--- src/rtl/core/fbst_pkg.sv ---
// fbst_pkg: shared constants, types and helpers of the frame buffer slide unit
// used by every module in rtl/core; no dependencies

package fbst_pkg;

  localparam int SCREEN_WIDTH  = 128;
  localparam int SCREEN_HEIGHT = 128;

  localparam int XW      = $clog2(SCREEN_WIDTH);
  localparam int YW      = $clog2(SCREEN_HEIGHT);
  localparam int X_SUM_W = XW + 1;
  localparam int Y_SUM_W = YW + 1;
  localparam int ADDR_W  = $clog2(SCREEN_WIDTH * SCREEN_HEIGHT);
  localparam int DEPTH   = SCREEN_WIDTH * SCREEN_HEIGHT;
  localparam int DATA_W  = 16;
  localparam int OFS_W   = 9;
  localparam int STEP_W  = 5;
  localparam int IDX_W   = 5;

  localparam int H_STEPS = 16;
  localparam int V_STEPS = 12;
  localparam int HI_W    = $clog2(H_STEPS);
  localparam int VI_W    = $clog2(V_STEPS);

  localparam logic [1:0] CMD_WRITE = 2'd0;
  localparam logic [1:0] CMD_READ  = 2'd1;
  localparam logic [1:0] CMD_START = 2'd2;
  localparam logic [1:0] CMD_TICK  = 2'd3;

  localparam logic [2:0] DIR_NONE  = 3'd0;
  localparam logic [2:0] DIR_LEFT  = 3'd1;
  localparam logic [2:0] DIR_RIGHT = 3'd2;
  localparam logic [2:0] DIR_UP    = 3'd3;
  localparam logic [2:0] DIR_DOWN  = 3'd4;

  localparam logic [STEP_W-1:0] H_TABLE [H_STEPS] = '{
    5'd20, 5'd20, 5'd18, 5'd18, 5'd16, 5'd14, 5'd12, 5'd9,
    5'd6,  5'd6,  5'd4,  5'd4,  5'd3,  5'd3,  5'd2,  5'd2
  };
  localparam logic [STEP_W-1:0] V_TABLE [V_STEPS] = '{
    5'd22, 5'd20, 5'd20, 5'd16, 5'd12, 5'd10, 5'd8, 5'd6,
    5'd4,  5'd3,  5'd2,  5'd2
  };

  typedef struct packed {
    logic              vert;
    logic              desc;
    logic [STEP_W-1:0] amount;
  } sweep_cmd_t;

  typedef struct packed {
    logic              en;
    logic [ADDR_W-1:0] addr;
    logic [DATA_W-1:0] data;
  } mem_wr_t;

  function automatic logic [ADDR_W-1:0] pix_addr(input logic [XW-1:0] x,
                                                 input logic [YW-1:0] y);
    return ADDR_W'(ADDR_W'(y) * ADDR_W'(SCREEN_WIDTH)) + ADDR_W'(x);
  endfunction

  function automatic logic [STEP_W-1:0] h_step(input logic [IDX_W-1:0] i);
    return (i < IDX_W'(H_STEPS)) ? H_TABLE[i[HI_W-1:0]] : '0;
  endfunction

  function automatic logic [STEP_W-1:0] v_step(input logic [IDX_W-1:0] i);
    return (i < IDX_W'(V_STEPS)) ? V_TABLE[i[VI_W-1:0]] : '0;
  endfunction

endpackage

--- src/rtl/core/fbst_sweep.sv ---
// fbst_sweep: walks the whole store once, reading each source pixel and
// writing it back shifted, with vacated pixels filled; depends on fbst_pkg

module fbst_sweep import fbst_pkg::*; (
  input  logic              clk,
  input  logic              rst,
  input  logic              go,
  input  sweep_cmd_t        cmd,
  input  logic [DATA_W-1:0] bg,
  input  logic [DATA_W-1:0] rdata,
  output logic [ADDR_W-1:0] raddr,
  output mem_wr_t           wr,
  output logic              done
);

  logic              run;
  logic [XW-1:0]     cx;
  logic [YW-1:0]     cy;
  logic              vert;
  logic              desc;
  logic [STEP_W-1:0] amt;
  logic              v1;
  logic              last1;
  logic              fill1;
  logic [ADDR_W-1:0] waddr1;

  logic               last;
  logic               fill;
  logic [X_SUM_W-1:0] x_sum;
  logic [Y_SUM_W-1:0] y_sum;
  logic [XW-1:0]      sx;
  logic [YW-1:0]      sy;

  always_comb begin
    last  = desc ? (cx == '0 && cy == '0)
                 : (cx == XW'(SCREEN_WIDTH - 1) && cy == YW'(SCREEN_HEIGHT - 1));
    x_sum = {1'b0, cx} + X_SUM_W'(amt);
    y_sum = {1'b0, cy} + Y_SUM_W'(amt);
    sx    = cx;
    sy    = cy;
    if (vert) begin
      if (desc) begin
        fill = cy < YW'(amt);
        sy   = cy - YW'(amt);
      end else begin
        fill = y_sum >= Y_SUM_W'(SCREEN_HEIGHT);
        sy   = y_sum[YW-1:0];
      end
    end else begin
      if (desc) begin
        fill = cx < XW'(amt);
        sx   = cx - XW'(amt);
      end else begin
        fill = x_sum >= X_SUM_W'(SCREEN_WIDTH);
        sx   = x_sum[XW-1:0];
      end
    end
    raddr = pix_addr(sx, sy);
  end

  always_ff @(posedge clk) begin
    if (rst) begin
      run <= 1'b0;
      v1  <= 1'b0;
    end else begin
      v1 <= run;
      if (go) begin
        run <= 1'b1;
      end else if (run && last) begin
        run <= 1'b0;
      end
    end
  end

  // scan order keeps every source ahead of the write pointer
  always_ff @(posedge clk) begin
    if (go) begin
      vert <= cmd.vert;
      desc <= cmd.desc;
      amt  <= cmd.amount;
      if (cmd.desc) begin
        cx <= XW'(SCREEN_WIDTH - 1);
        cy <= YW'(SCREEN_HEIGHT - 1);
      end else begin
        cx <= '0;
        cy <= '0;
      end
    end else if (run) begin
      if (desc) begin
        if (cx == '0) begin
          cx <= XW'(SCREEN_WIDTH - 1);
          cy <= cy - YW'(1);
        end else begin
          cx <= cx - XW'(1);
        end
      end else begin
        if (cx == XW'(SCREEN_WIDTH - 1)) begin
          cx <= '0;
          cy <= cy + YW'(1);
        end else begin
          cx <= cx + XW'(1);
        end
      end
    end
    last1  <= last;
    fill1  <= fill;
    waddr1 <= pix_addr(cx, cy);
  end

  always_comb begin
    wr.en   = v1;
    wr.addr = waddr1;
    wr.data = fill1 ? bg : rdata;
    done    = v1 && last1;
  end

endmodule

--- config.mk ---
export PLATFORM = sky130hd
export DESIGN_NAME = fbst_sweep
export DESIGN_NICKNAME = d
export VERILOG_FILES = /design/src/rtl/core/fbst_pkg.sv /design/src/rtl/core/fbst_sweep.sv
export SDC_FILE = /design/constraint.sdc
export NUM_CORES = 1
export LEC_CHECK = 0
export ABC_AREA = 1
export BUFFER_PORTS_ARGS = -buffer_cell sky130_fd_sc_hd__buf_2
export CAP_MARGIN = 20
export CORE_MARGIN = 2
export CORE_UTILIZATION = 53
export DETAILED_ROUTE_END_ITERATION = 12
export GPL_TIMING_DRIVEN = 0
export PLACE_DENSITY_LB_ADDON = 0.08
export SLEW_MARGIN = 20
export SYNTH_ARGS = -nofsm -noshare
export SYNTH_HDL_FRONTEND = slang
export SYNTH_SLANG_ARGS = --single-unit
--- constraint.sdc ---
create_clock -name clk -period 2.8 [get_ports clk]
set_input_delay 0.14 -clock clk [delete_from_list [all_inputs] [get_ports clk]]
set_output_delay 0.14 -clock clk [all_outputs]
set_load 0.05 [all_outputs]
==> flow_summary.yaml <==
status:
  status: "completed"
floorplan:
  initial_core_util_pct: 54.08
  rows: 28
  die_area_um2: 6605
  die_h_um: 81.27
  core_area_um2: 5851
  die_w_um: 81.27
  io-pin-count: 88
setup_path:
  cp.required_ns: 2.66
  critPathLaunchType: "register"
  critical_path_class: "reg -> out"
  r2r_slack_ns: 0.34
  end_kind: "primary output"
  arrival_ns: 2.42
  path_max_fanout: 8
  reg2regPathDepth: 6
cts:
  cts_tree: "yes"
  post_cts_buffers: 0
  clk_pin_slew_ns: 0.09
  cts_buffers: 5
  cts_sinks: 39
  ctsRootBufferMaster: "clkbuf_8"
  htree_levels: 2
  clock_latency_ns: 0.30
  cts.path.max_buffers: 2
drt:
  drtPass1Iterations: 6
  vias: 3133
  drc: 0
  final_antenna_net_count: 0
  wl_per_cell_um: 15.09
  drt_iter0_drc: 231
  via_per_inst: 5.449
  totalWireLength_um: 8677
timing:
  whs_ns: 0.02079
  fin_crit_ns: 2.564
  fin_setup_tns_ns: 0
  finalCritPeriodShare_pct: 91.58
  skew_ns: 0.007812
  finalHoldViolations: 0
  final-setup-viol-count: 0
  slew_viol_final: 0
  relSlewSlack_pct: 57.74
  fmax_mhz: 390.0
  worst_slew_pin_slew_ns: 0.6327
  rsz0062_at_grt: "no"
place:
  dp_hpwl_um: 6580
  gp_congestion: 0.9633
  io_buffer_count: 87
  placed_cells: 566
cells_and_area:
  nets: 573
  stdcell_count: 575
  diodes: 0
  post_route_cells_drive_above_1_share_pct: 29.40
  postLayoutCoreUtil_pct: 65.29
  syn2layout_area_growth_pct: 20.72
synth:
  synth_mux_area_share_pct: 5.694
  yosysWarnings: 0
  synth_fa_ha_area_share_pct: 13.84
  synth_simple_gate_area_share_pct: 28.00
  synth_top_family_by_area: "simple AND/OR/NAND/NOR gates"
  ys_seq_elements: 39
  synth_cells: 404
  syn_avg_cell_area_um2: 7.832
  ys_seq_area_share_pct: 31.32
  synth_compound_area_share_pct: 9.450
  synth_xor_area_share_pct: 2.214
  synth_area_um2: 3164
  synth_cell_type_count: 41
  syn-num-nets: 478
hold_path:
  min_path_cells: 1
  hold_path_class: "in -> reg"
grt:
  grt_pass1_wl_um: 13400
  grt_max_degree: 15
  overflow: 0
  grt_usage_pct: 26.47
  grt_pass1_vias: 2787
  antenna_found_initial: 0
flow_run:
  maxCapViolCount: 0
pwr:
  p_leak_nw: 1.930
  irDropWorstVdd_mv: 0.3209
  power_density_nw_per_um2: 630.6
-- area by class of cell --
cell class                 count  area, um2
buffer                        14      100.1
tap                           75      93.84
clock buffer                   5      68.82
sequential                    39      991.0
clock inverter                 3      47.55
timing repair buffer          88      445.4
multi-input combinational    299       1873
fill                         516       2031
inverter                      52      200.2
-- critical path: stages (launching register included) --
cell      delay [ns]
edfxtp_1        0.51
inv_1           0.15
ha_1            0.27
fa_1            0.42
nor2_1          0.12
o21ai_0         0.12
nand3_1         0.09
nand2_1         0.05
o22ai_1         0.11
buf_2           0.28
-- Yosys cell counts, drive strengths merged --
master | n | area, um2
a211oi | 1 | 12.51
a21o | 2 | 15.01
a21oi | 13 | 65.06
a31oi | 1 | 6.260
buf | 12 | 92.58
clkbuf | 2 | 7.510
clkinv | 1 | 3.750
dfxtp | 18 | 360.4
edfxtp | 21 | 630.6
fa | 5 | 100.1
ha | 27 | 337.8
inv | 51 | 196.4
mux2 | 16 | 180.2
nand2 | 90 | 337.8
nand3 | 47 | 245.2
nand4 | 12 | 90.09
nor2 | 33 | 146.4
nor3 | 5 | 41.29
nor4 | 1 | 6.260
o211ai | 3 | 22.52
o21a | 1 | 7.510
o21ai | 25 | 128.9
o21bai | 2 | 15.01
o22ai | 3 | 18.77
o31ai | 1 | 7.510
or2 | 3 | 18.77
xnor2 | 1 | 8.760
xor2 | 7 | 61.31
-- where the power goes --
part           switching (mW)  internal (mW)  total, mW  leakage (nW)
registers              0.0794          0.680      0.759         0.359
clock network           0.226          0.270      0.496        0.0587
logic                   0.804          0.349       1.15          1.51
total                    1.11           1.30       2.41          1.93
-- cells in the final DEF (no fill, tap or decap), drive strengths merged, types with 7 or more instances in the layout --
cell type / netlist / final
ha: 27 / 27
xor2: 7 / 7
o21ai: 25 / 25
dfxtp: 18 / 18
a21oi: 13 / 13
buf: 12 / 99
nand2: 90 / 90
nand3: 47 / 47
nor2: 33 / 33
clkbuf: 2 / 7
mux2: 16 / 16
edfxtp: 21 / 21
inv: 51 / 52
nand4: 12 / 12
-- logic make-up after synthesis --
logic type,count (synthesis)
simple gates,191
buf+inv,66
compound gates,52
flops,39
fa+ha+maj,32
mux,16
xor+xnor,8
-- state kept, by name, summed over array words and instances (netlist names) --
name and count:
last1 1, cy 7, cx 7, v1 1, waddr1 14, desc 1, amt 5, run 1
vert 1, fill1 1
-- path summary, 6_finish.rpt --
kind,start,endpoint
max,cy[0],raddr[11]
min,cmd[0],amt[0]
max reg2reg,cx[1],cy[1]
min reg2reg,cx[5],waddr1[5]
-- repair_timing --
action	4_1_cts	5_1_grt
endpoints found under the hold margin	1	0
hold buffers	1	0
gates resized for setup	0	0
-- metrics by stage --
step                area (um2)  power (mW)  setup WS (ns)
detailed placement        3694       1.912         0.3232
CTS                       3820       2.412         0.2617
global route              3820       2.548        0.05538
finish                    3820       2.409         0.2358
global placement          3694       1.890         0.3475
floorplan                 3164       1.644         0.1164
-- per-layer routing --
metal  vias to the layer above  part of all wire [%]  GRT usage [%]
met5                         -                     0              0
met4                         0                   2.5          9.661
met3                        22                   7.4          5.333
met2                       149                    47          44.75
met1                      1419                    43          33.26
li1                       1543                     -              -
No activity file was read; power rests on OpenSTA's default activity.
